==> src/design/itoa_pkg.sv <==
// ---------------------------------------------------------------------------
// itoa_pkg
// shared constants, types and helpers for the integer to ascii converter
// ---------------------------------------------------------------------------
package itoa_pkg;

   // word width and derived digit counts
   localparam int VALUE_BITS  = 32;
   localparam int HEX_DIGITS  = (VALUE_BITS + 3) / 4;
   localparam int DEC_DIGITS  = (VALUE_BITS * 30103) / 100000 + 1;
   localparam int IDX_W       = $clog2(VALUE_BITS);
   localparam int BCD_W       = DEC_DIGITS * 4;
   localparam int HEX_W       = HEX_DIGITS * 4;
   localparam int QUEUE_DEPTH = 2;
   localparam int QPTR_W      = $clog2(QUEUE_DEPTH);
   localparam int QCNT_W      = $clog2(QUEUE_DEPTH + 1);

   // radix mode codes on the request port
   localparam logic [1:0] MODE_SDEC = 2'd0;
   localparam logic [1:0] MODE_HEX  = 2'd1;
   localparam logic [1:0] MODE_BIN  = 2'd2;
   localparam logic [1:0] MODE_UDEC = 2'd3;

   // ascii codes
   localparam logic [6:0] CHAR_MINUS   = 7'h2d;
   localparam logic [6:0] CHAR_ZERO    = 7'h30;
   localparam logic [6:0] CHAR_A_LOWER = 7'h61;

   typedef enum logic [1:0] {
      RADIX_DEC,
      RADIX_HEX,
      RADIX_BIN
   } radix_type;

   // classified word passed from front to back
   typedef struct packed {
      logic [VALUE_BITS-1:0] mag;
      radix_type             radix;
      logic                  minus;
   } item_type;

   typedef enum logic [2:0] {
      BK_IDLE,
      BK_CONV,
      BK_SIGN,
      BK_SCAN,
      BK_EMIT
   } back_state_type;

   // one digit value to its ascii character
   function automatic logic [6:0] digit_char(input logic [3:0] d);
      logic [6:0] c;
      if (d < 4'd10) begin
         c = CHAR_ZERO + {3'b000, d};
      end else begin
         c = CHAR_A_LOWER + {3'b000, d} - 7'd10;
      end
      return c;
   endfunction

endpackage

==> src/design/integer_to_ascii_radix.sv <==
// a taken word waits in the queue; the back end pops it, runs the bcd conversion for a decimal word,
// sends '-' first for a negative signed decimal word, skips the leading zero digits and then emits
// the digits; digits go out one character per cycle while the output does not stall, and the queue
// takes new words while the back end is still busy with an earlier one, until it is full
// reset clears the queue, the sequencer and the output valid; no other state
// ---------------------------------------------------------------------------
// integer_to_ascii_radix
// converts a 32-bit integer to ascii digits, one character word at a time
// ---------------------------------------------------------------------------
module integer_to_ascii_radix (
   input  logic                                   clock,
   input  logic                                   reset,
   input  logic                                   req_valid,
   output logic                                   req_stall,
   input  logic signed [itoa_pkg::VALUE_BITS-1:0] req_value,
   input  logic [1:0]                             req_radix_mode,
   output logic                                   rsp_valid,
   input  logic                                   rsp_stall,
   output logic [6:0]                             rsp_character,
   output logic                                   rsp_last
);
   import itoa_pkg::*;

   logic     q_push;
   logic     q_full;
   logic     q_pop;
   logic     q_empty;
   item_type push_item;
   item_type pop_item;

   // front: accept and classify
   itoa_front u_front (
      .req_valid      (req_valid),
      .req_stall      (req_stall),
      .req_value      (req_value),
      .req_radix_mode (req_radix_mode),
      .q_full         (q_full),
      .q_push         (q_push),
      .q_item         (push_item)
   );

   // queue between the two halves
   itoa_queue u_queue (
      .clock     (clock),
      .reset     (reset),
      .push      (q_push),
      .push_item (push_item),
      .full      (q_full),
      .pop       (q_pop),
      .empty     (q_empty),
      .pop_item  (pop_item)
   );

   // back: convert and emit
   itoa_back u_back (
      .clock         (clock),
      .reset         (reset),
      .q_empty       (q_empty),
      .q_item        (pop_item),
      .q_pop         (q_pop),
      .rsp_valid     (rsp_valid),
      .rsp_stall     (rsp_stall),
      .rsp_character (rsp_character),
      .rsp_last      (rsp_last)
   );

endmodule

==> src/design/itoa_front.sv <==
// ---------------------------------------------------------------------------
// itoa_front
// takes request words, picks the radix and forms the magnitude and sign
// ---------------------------------------------------------------------------
module itoa_front (
   input  logic                             req_valid,
   output logic                             req_stall,
   input  logic signed [itoa_pkg::VALUE_BITS-1:0] req_value,
   input  logic [1:0]                       req_radix_mode,
   input  logic                             q_full,
   output logic                             q_push,
   output itoa_pkg::item_type               q_item
);
   import itoa_pkg::*;

   logic [VALUE_BITS-1:0] word;

   assign word      = req_value;
   assign req_stall = q_full;
   assign q_push    = req_valid && !q_full;

   // classify the word
   always_comb begin
      q_item.mag   = word;
      q_item.minus = 1'b0;
      q_item.radix = RADIX_DEC;
      case (req_radix_mode)
         MODE_SDEC: begin
            q_item.minus = word[VALUE_BITS-1];
            if (word[VALUE_BITS-1]) begin
               q_item.mag = (~word) + {{(VALUE_BITS-1){1'b0}}, 1'b1};
            end
         end
         MODE_HEX:  q_item.radix = RADIX_HEX;
         MODE_BIN:  q_item.radix = RADIX_BIN;
         default:   q_item.radix = RADIX_DEC;
      endcase
   end

endmodule

==> src/design/itoa_queue.sv <==
// ---------------------------------------------------------------------------
// itoa_queue
// short fifo between the front and the back
// ---------------------------------------------------------------------------
module itoa_queue (
   input  logic               clock,
   input  logic               reset,
   input  logic               push,
   input  itoa_pkg::item_type push_item,
   output logic               full,
   input  logic               pop,
   output logic               empty,
   output itoa_pkg::item_type pop_item
);
   import itoa_pkg::*;

   item_type           slot_ff [QUEUE_DEPTH];
   logic [QPTR_W-1:0]  wr_ptr_ff, wr_ptr_in;
   logic [QPTR_W-1:0]  rd_ptr_ff, rd_ptr_in;
   logic [QCNT_W-1:0]  count_ff, count_in;

   assign full     = (count_ff == QCNT_W'(QUEUE_DEPTH));
   assign empty    = (count_ff == '0);
   assign pop_item = slot_ff[rd_ptr_ff];

   // pointer and count update
   always_comb begin
      wr_ptr_in = wr_ptr_ff;
      rd_ptr_in = rd_ptr_ff;
      count_in  = count_ff;
      if (push) begin
         wr_ptr_in = wr_ptr_ff + 1'b1;
      end
      if (pop) begin
         rd_ptr_in = rd_ptr_ff + 1'b1;
      end
      if (push && !pop) begin
         count_in = count_ff + 1'b1;
      end else if (pop && !push) begin
         count_in = count_ff - 1'b1;
      end
   end

   always_ff @(posedge clock) begin
      if (reset) begin
         wr_ptr_ff <= '0;
         rd_ptr_ff <= '0;
         count_ff  <= '0;
      end else begin
         wr_ptr_ff <= wr_ptr_in;
         rd_ptr_ff <= rd_ptr_in;
         count_ff  <= count_in;
      end
   end

   // storage
   always_ff @(posedge clock) begin
      if (push) begin
         slot_ff[wr_ptr_ff] <= push_item;
      end
   end

endmodule

==> src/design/itoa_back.sv <==
// ---------------------------------------------------------------------------
// itoa_back
// converts one queued word to digits and sends them msb first
// ---------------------------------------------------------------------------
module itoa_back (
   input  logic               clock,
   input  logic               reset,
   input  logic               q_empty,
   input  itoa_pkg::item_type q_item,
   output logic               q_pop,
   output logic               rsp_valid,
   input  logic               rsp_stall,
   output logic [6:0]         rsp_character,
   output logic               rsp_last
);
   import itoa_pkg::*;

   back_state_type        state_ff, state_in;
   logic [VALUE_BITS-1:0] mag_ff, mag_in;
   logic [BCD_W-1:0]      bcd_ff, bcd_in;
   radix_type             radix_ff, radix_in;
   logic                  minus_ff, minus_in;
   logic [IDX_W-1:0]      cnt_ff, cnt_in;
   logic [IDX_W-1:0]      idx_ff, idx_in;
   logic                  rsp_valid_ff, rsp_valid_in;
   logic [6:0]            rsp_char_ff, rsp_char_in;
   logic                  rsp_last_ff, rsp_last_in;

   logic                  out_free;
   logic                  conv_done;
   logic [3:0]            digit;
   logic [HEX_W-1:0]      hex_word;
   logic [BCD_W-1:0]      bcd_adj;
   logic [IDX_W-1:0]      top_idx;

   assign out_free      = !rsp_valid_ff || !rsp_stall;
   assign conv_done     = (cnt_ff == IDX_W'(VALUE_BITS - 1));
   assign hex_word      = HEX_W'(mag_ff);
   assign rsp_valid     = rsp_valid_ff;
   assign rsp_character = rsp_char_ff;
   assign rsp_last      = rsp_last_ff;

   // current digit at the scan index
   always_comb begin
      case (radix_ff)
         RADIX_HEX: digit = hex_word[idx_ff*4 +: 4];
         RADIX_BIN: digit = {3'b000, mag_ff[idx_ff]};
         default:   digit = bcd_ff[idx_ff*4 +: 4];
      endcase
   end

   // add-three correction on each bcd digit
   always_comb begin
      for (int k = 0; k < DEC_DIGITS; k++) begin
         if (bcd_ff[k*4 +: 4] >= 4'd5) begin
            bcd_adj[k*4 +: 4] = bcd_ff[k*4 +: 4] + 4'd3;
         end else begin
            bcd_adj[k*4 +: 4] = bcd_ff[k*4 +: 4];
         end
      end
   end

   // highest digit position of the incoming word
   always_comb begin
      case (q_item.radix)
         RADIX_HEX: top_idx = IDX_W'(HEX_DIGITS - 1);
         RADIX_BIN: top_idx = IDX_W'(VALUE_BITS - 1);
         default:   top_idx = IDX_W'(DEC_DIGITS - 1);
      endcase
   end

   // next state
   always_comb begin
      state_in = state_ff;
      case (state_ff)
         BK_IDLE: begin
            if (!q_empty) begin
               state_in = (q_item.radix == RADIX_DEC) ? BK_CONV : BK_SCAN;
            end
         end
         BK_CONV: begin
            if (conv_done) begin
               state_in = minus_ff ? BK_SIGN : BK_SCAN;
            end
         end
         BK_SIGN: begin
            if (out_free) begin
               state_in = BK_SCAN;
            end
         end
         BK_SCAN: begin
            if (digit != 4'd0 || idx_ff == '0) begin
               state_in = BK_EMIT;
            end
         end
         BK_EMIT: begin
            if (out_free && idx_ff == '0) begin
               state_in = BK_IDLE;
            end
         end
         default: state_in = BK_IDLE;
      endcase
   end

   // datapath and output word
   always_comb begin
      q_pop        = 1'b0;
      mag_in       = mag_ff;
      bcd_in       = bcd_ff;
      radix_in     = radix_ff;
      minus_in     = minus_ff;
      cnt_in       = cnt_ff;
      idx_in       = idx_ff;
      rsp_valid_in = rsp_stall ? rsp_valid_ff : 1'b0;
      rsp_char_in  = rsp_char_ff;
      rsp_last_in  = rsp_last_ff;
      case (state_ff)
         BK_IDLE: begin
            if (!q_empty) begin
               q_pop    = 1'b1;
               mag_in   = q_item.mag;
               radix_in = q_item.radix;
               minus_in = q_item.minus;
               bcd_in   = '0;
               cnt_in   = '0;
               idx_in   = top_idx;
            end
         end
         BK_CONV: begin
            bcd_in = {bcd_adj[BCD_W-2:0], mag_ff[VALUE_BITS-1]};
            mag_in = {mag_ff[VALUE_BITS-2:0], 1'b0};
            cnt_in = cnt_ff + 1'b1;
         end
         BK_SIGN: begin
            if (out_free) begin
               rsp_valid_in = 1'b1;
               rsp_char_in  = CHAR_MINUS;
               rsp_last_in  = 1'b0;
            end
         end
         BK_SCAN: begin
            if (digit == 4'd0 && idx_ff != '0) begin
               idx_in = idx_ff - 1'b1;
            end
         end
         BK_EMIT: begin
            if (out_free) begin
               rsp_valid_in = 1'b1;
               rsp_char_in  = digit_char(digit);
               rsp_last_in  = (idx_ff == '0);
               if (idx_ff != '0) begin
                  idx_in = idx_ff - 1'b1;
               end
            end
         end
         default: begin
         end
      endcase
   end

   // control registers
   always_ff @(posedge clock) begin
      if (reset) begin
         state_ff     <= BK_IDLE;
         rsp_valid_ff <= 1'b0;
      end else begin
         state_ff     <= state_in;
         rsp_valid_ff <= rsp_valid_in;
      end
   end

   // payload registers
   always_ff @(posedge clock) begin
      mag_ff      <= mag_in;
      bcd_ff      <= bcd_in;
      radix_ff    <= radix_in;
      minus_ff    <= minus_in;
      cnt_ff      <= cnt_in;
      idx_ff      <= idx_in;
      rsp_char_ff <= rsp_char_in;
      rsp_last_ff <= rsp_last_in;
   end

endmodule

==> config.mk <==
export PLATFORM = sky130hd
export DESIGN_NAME = integer_to_ascii_radix
export DESIGN_NICKNAME = d
export VERILOG_FILES = /design/src/design/itoa_pkg.sv /design/src/design/integer_to_ascii_radix.sv /design/src/design/itoa_front.sv /design/src/design/itoa_queue.sv /design/src/design/itoa_back.sv
export SDC_FILE = /design/constraint.sdc
export NUM_CORES = 1
export LEC_CHECK = 0
export BUFFER_PORTS_ARGS = -buffer_cell sky130_fd_sc_hd__buf_2
export CORE_ASPECT_RATIO = 0.9
export CORE_MARGIN = 10
export CORE_UTILIZATION = 67
export CTS_CLUSTER_SIZE = 16
export DETAILED_ROUTE_END_ITERATION = 7
export GPL_TIMING_DRIVEN = 1
export PLACE_DENSITY = 0.93
export SLEW_MARGIN = 20
export SYNTH_ARGS = -nofsm -noshare
export SYNTH_HDL_FRONTEND = slang
export SYNTH_HIERARCHICAL = 1
export SYNTH_SLANG_ARGS = --single-unit
==> constraint.sdc <==
create_clock -name clock -period 7 [get_ports clock]
set_input_delay 1.4 -clock clock [delete_from_list [all_inputs] [get_ports clock]]
set_output_delay 1.4 -clock clock [all_outputs]
set_load 0.005 [all_outputs]
==> results summary <==
The mean instance size in the synthesized netlist came out at 11.6 um2. The compound-cell area share of the yosys netlist came out at 7.96%. The startpoint identified for the worst hold timing path is u_queue/count_ff[1].

The remaining global-route overflow came out at 0. The count of final hold-check violations is 0. The number of buffer cells added on primary ports came out at 47. The simple-gate area share of the yosys netlist came out at 14.0%.

The tightest hold path in the finished design has a slack of 0.522 ns. The synthesis warning total is 6. TritonCTS built the clock tree.

Summing the areas of all xor and xnor instances in the mapped netlist gives 5.52% of the synthesized area. The sum of internal, switching and leakage power is 4.86 mW. The post-synth net total came out at 874. The area of the core is 13500 um2. The die height is 132 um.

From left edge to right edge, the die measures 145 um. The post-synthesis sequential element count is 172. The worst min-delay path category is flop to flop. The buffers inserted during post-CTS setup optimization came out at 0.

The floorplan die area is 19100 um2. The launch point of the worst reg-to-reg path is u_back/idx_ff[0]. Measured on the finished design, the core utilization comes to 76.2%. In the synthesized netlist the dominant register cell turns out to be sky130_fd_sc_hd__edfxtp_1. During I/O placement, the number of pins put on the boundary was 48. The flow ran to the end, and the final reports show no timing, DRC or antenna violations.

Measured against the total synthesized area, the mux share comes to 10.8%. The slew at the pin closest to its max-slew limit came out at 0.815 ns. After synthesis, the largest family of logic cells by area is simple AND/OR/NAND/NOR gates. Setup repair after global routing left no endpoint under its margin. The distinct cell type count of the synthesized netlist is 66. The remaining design rule violation count is 0. The launch point of the critical path is u_back/idx_ff[0].

The count of antenna diodes in the layout came out at 0. Along the worst path, the maximum fanout reaches 25. The critical path in this run is classified as flop to flop. Once layout is done, the placed cells without fillers occupy 10300 um2.

STA classifies the critical path startpoint as a flop. For this run, the register share of the synthesized area comes to 54.2%. The buffer type at the clock tree root is sky130_fd_sc_hd__clkbuf_16.

The H-tree depth is 4. The wire-length estimate of the detail-placed layout is 13500 um. The max-cap check violation count is 0. The final total negative setup slack is 0 ns. The data required time of the worst path is 7.07 ns. The number of resized instances in the post-cts repair step is 0. The congestion estimate from routability-driven global placement came to 0.907.

The setup skew after layout came out at 0.00830 ns. The total vias in the final route is 6470. The CTS buffer count came out at 17. The final-layout fill cell count is 787.

The worst slew margin relative to its limit came out at 45.2%. The arrival time at the worst endpoint is 3.97 ns. STA classifies the critical path endpoint as a flop.

The top achievable clock speed is 256 MHz. The total routed wirelength came out at 20100 um. For this run, the slowest stage of the critical path takes 0.83 ns. After detailed placement, the total cell area comes to 9690 um2. The largest individual stage delay along the critical path comes from the cell sky130_fd_sc_hd__edfxtp_1. The fraction of layout instances using a drive strength above 1 is 17.9%. In this run the power density over the cells is 472 nW/um2. The initial antenna violation count is 0. Buffers inserted to repair hold after CTS numbered 0.

Subtracting the final worst setup slack from the clock period gives 3.90 ns. The detailed-route wire length per cell is 19.6 um. For this run, asynchronously set or reset flops after synthesis account for 0%.

The net total in the final layout is 917. The final period utilization is 55.8%. The clock reaches the later pin of the worst-skew pair after 0.43 ns. Traced cell by cell, the critical path runs through buf_4 > mux4_2 > mux2i_1 > nor3b_1 > o32ai_2 > ha_1 > nand2_1 > or4_1 > o31ai_1. The total number of clock tree sinks is 172. The violation count after the first detailed-route iteration came out at 739. The number of failing setup endpoints in the final timing report is 0. The maximum clock path buffer count is 2. Counting every instance in the synthesized netlist gives 805. The number of nets with antenna violations after routing is 0.

The first global-routing pass estimated 32700 um of wire. The arithmetic-cell share of the synthesized area counting full adders, half adders and majority gates came out at 4.14%. The pre-antenna-repair detailed-routing pass consisted of 5 iterations. The starting density of the core came out at 69.3%. The area overhead of the layout relative to synthesis is 10.1%. The reported leakage power is 3.94 nW. The synthesized netlist occupies a cell area of 9360 um2. The number of flops mapped to enable cells by yosys came out at 163.

The clock-pin slew reported for the worst setup and hold paths after clock tree synthesis came out at 0.07 ns. The number of max-slew violations in the final report is 0. Global routing used 21.5% of the available tracks. The number of global-route vias before repair came to 6501.

The peak ir drop on the vdd network is 0.273 mV. The floorplan has 40 rows. Dividing the detail-routed via count by the number of cells gives 6.29. The pin count of the biggest net entering global routing came out at 75.
[through the flow]
stage               instances  setup slack [ns]
floorplan                 805              3.31
global placement          997              3.37
detailed placement        997              3.19
CTS                      1029              3.16
global route             1029              2.95
finish                   1029              3.10
[critical path, delay by kind of cell, from the launching register on]
| family | cells | cell delay [ns] |
|---|---|---|
| simple gates | 3 | 0.66 |
| fa+ha+maj | 1 | 0.22 |
| mux | 2 | 0.75 |
| compound gates | 2 | 0.61 |
| buf+inv | 1 | 0.46 |
| flops | 1 | 0.83 |
[layer usage]
metal,GRT usage [%],part of all wire [%],routed length (um),vias up
met2,34.0,49,9770,337
li1,-,-,-,2996
met3,4.94,6.9,1400,58
met1,28.0,42,8380,3079
met4,8.64,2.9,580,0
met5,0,0,0,-
[path summary, 6_finish.rpt]
path,depth (start not counted),end,slack (ns)
setup / recovery,9,u_back/idx_ff[4],3.10
hold / removal,2,u_queue/count_ff[1],0.52
setup reg to reg,9,u_back/idx_ff[4],3.10
hold reg to reg,2,u_queue/count_ff[1],0.52
[report_power, final]
group	internal (mW)	switching, mW
Clock	0.514	0.439
Combinational	0.745	1.08
Sequential	1.69	0.388
Total	2.95	1.91
[Yosys cell counts (3+ instances only)]
cell type                    n  area share, %
sky130_fd_sc_hd__xor2_1     28            2.6
sky130_fd_sc_hd__nor2b_1     8           0.53
sky130_fd_sc_hd__a21oi_1    50            2.7
sky130_fd_sc_hd__clkbuf_1   16           0.64
sky130_fd_sc_hd__a31oi_1     3           0.20
sky130_fd_sc_hd__nor3_1     21            1.1
sky130_fd_sc_hd__nand2_1   139            5.6
sky130_fd_sc_hd__ha_1       31            4.1
sky130_fd_sc_hd__o21ai_0    22            1.2
sky130_fd_sc_hd__dfxtp_1     9            1.9
sky130_fd_sc_hd__and2_1      7           0.47
sky130_fd_sc_hd__a211oi_1    4           0.32
sky130_fd_sc_hd__mux4_2     10            2.4
sky130_fd_sc_hd__buf_2       5           0.27
sky130_fd_sc_hd__o31ai_1     6           0.48
sky130_fd_sc_hd__inv_1      32            1.3
sky130_fd_sc_hd__mux4_1      8            2.2
sky130_fd_sc_hd__edfxtp_1  163             52
sky130_fd_sc_hd__xnor2_1    31            2.9
sky130_fd_sc_hd__mux2_2     38            4.6
sky130_fd_sc_hd__nor4_1      4           0.27
sky130_fd_sc_hd__nor3b_1     3           0.24
sky130_fd_sc_hd__nand2b_1   14           0.94
sky130_fd_sc_hd__o41ai_1     6           0.56
sky130_fd_sc_hd__or4_1       3           0.24
sky130_fd_sc_hd__buf_4       5           0.40
sky130_fd_sc_hd__nor2_1     70            2.8
sky130_fd_sc_hd__mux2i_1    15            1.6
sky130_fd_sc_hd__nand3_1     6           0.32
[kinds of logic (layout without fill, tap and decap cells)]
| group | count (synthesis) | in the layout |
|---|---|---|
| simple gates | 291 | 291 |
| flops | 172 | 172 |
| compound gates | 115 | 115 |
| mux | 71 | 71 |
| buf+inv | 65 | 121 |
| xor+xnor | 59 | 59 |
| fa+ha+maj | 31 | 31 |
| other cells | 1 | 1 |
[state kept, by name (all words and copies together) (netlist names), named ones only]
name / cells
u_back/bcd_ff: 40
u_back/cnt_ff: 5
u_back/hex_word: 32
u_back/idx_ff: 5
u_back/minus_ff: 1
u_back/radix_ff: 2
u_back/rsp_character: 7
u_back/rsp_last: 1
u_back/rsp_valid: 1
u_back/state_ff: 3
u_queue/count_ff: 2
u_queue/rd_ptr_ff: 1
u_queue/slot_ff: 70
u_queue/wr_ptr_ff: 1
[layout by cell type (no fill, tap or decap), types with 7 or more instances in the layout]
master,Yosys,final
sky130_fd_sc_hd__edfxtp_1,163,163
sky130_fd_sc_hd__nand2_1,139,139
sky130_fd_sc_hd__nor2_1,70,69
sky130_fd_sc_hd__a21oi_1,50,50
sky130_fd_sc_hd__buf_2,5,47
sky130_fd_sc_hd__mux2_2,38,38
sky130_fd_sc_hd__inv_1,32,32
sky130_fd_sc_hd__xnor2_1,31,31
sky130_fd_sc_hd__ha_1,31,31
sky130_fd_sc_hd__xor2_1,28,28
sky130_fd_sc_hd__o21ai_0,22,22
sky130_fd_sc_hd__nor3_1,21,21
sky130_fd_sc_hd__clkbuf_16,0,17
sky130_fd_sc_hd__mux2i_1,15,15
sky130_fd_sc_hd__nand2b_1,14,13
sky130_fd_sc_hd__mux4_2,10,10
sky130_fd_sc_hd__dfxtp_1,9,9
sky130_fd_sc_hd__buf_4,5,8
sky130_fd_sc_hd__mux4_1,8,8
sky130_fd_sc_hd__and2_1,7,7
[cell type report]
cell class	count	area (um2)	share of cell area [%]
clock inverters	14	173	1.68
multi-input cells	568	3990	38.7
well taps	168	210	2.04
flip-flops and latches	172	5070	49.3
clock buffers	18	429	4.17
repair buffers	55	295	2.87
inverters	34	128	1.24
(Power assumes the default switching activity.)
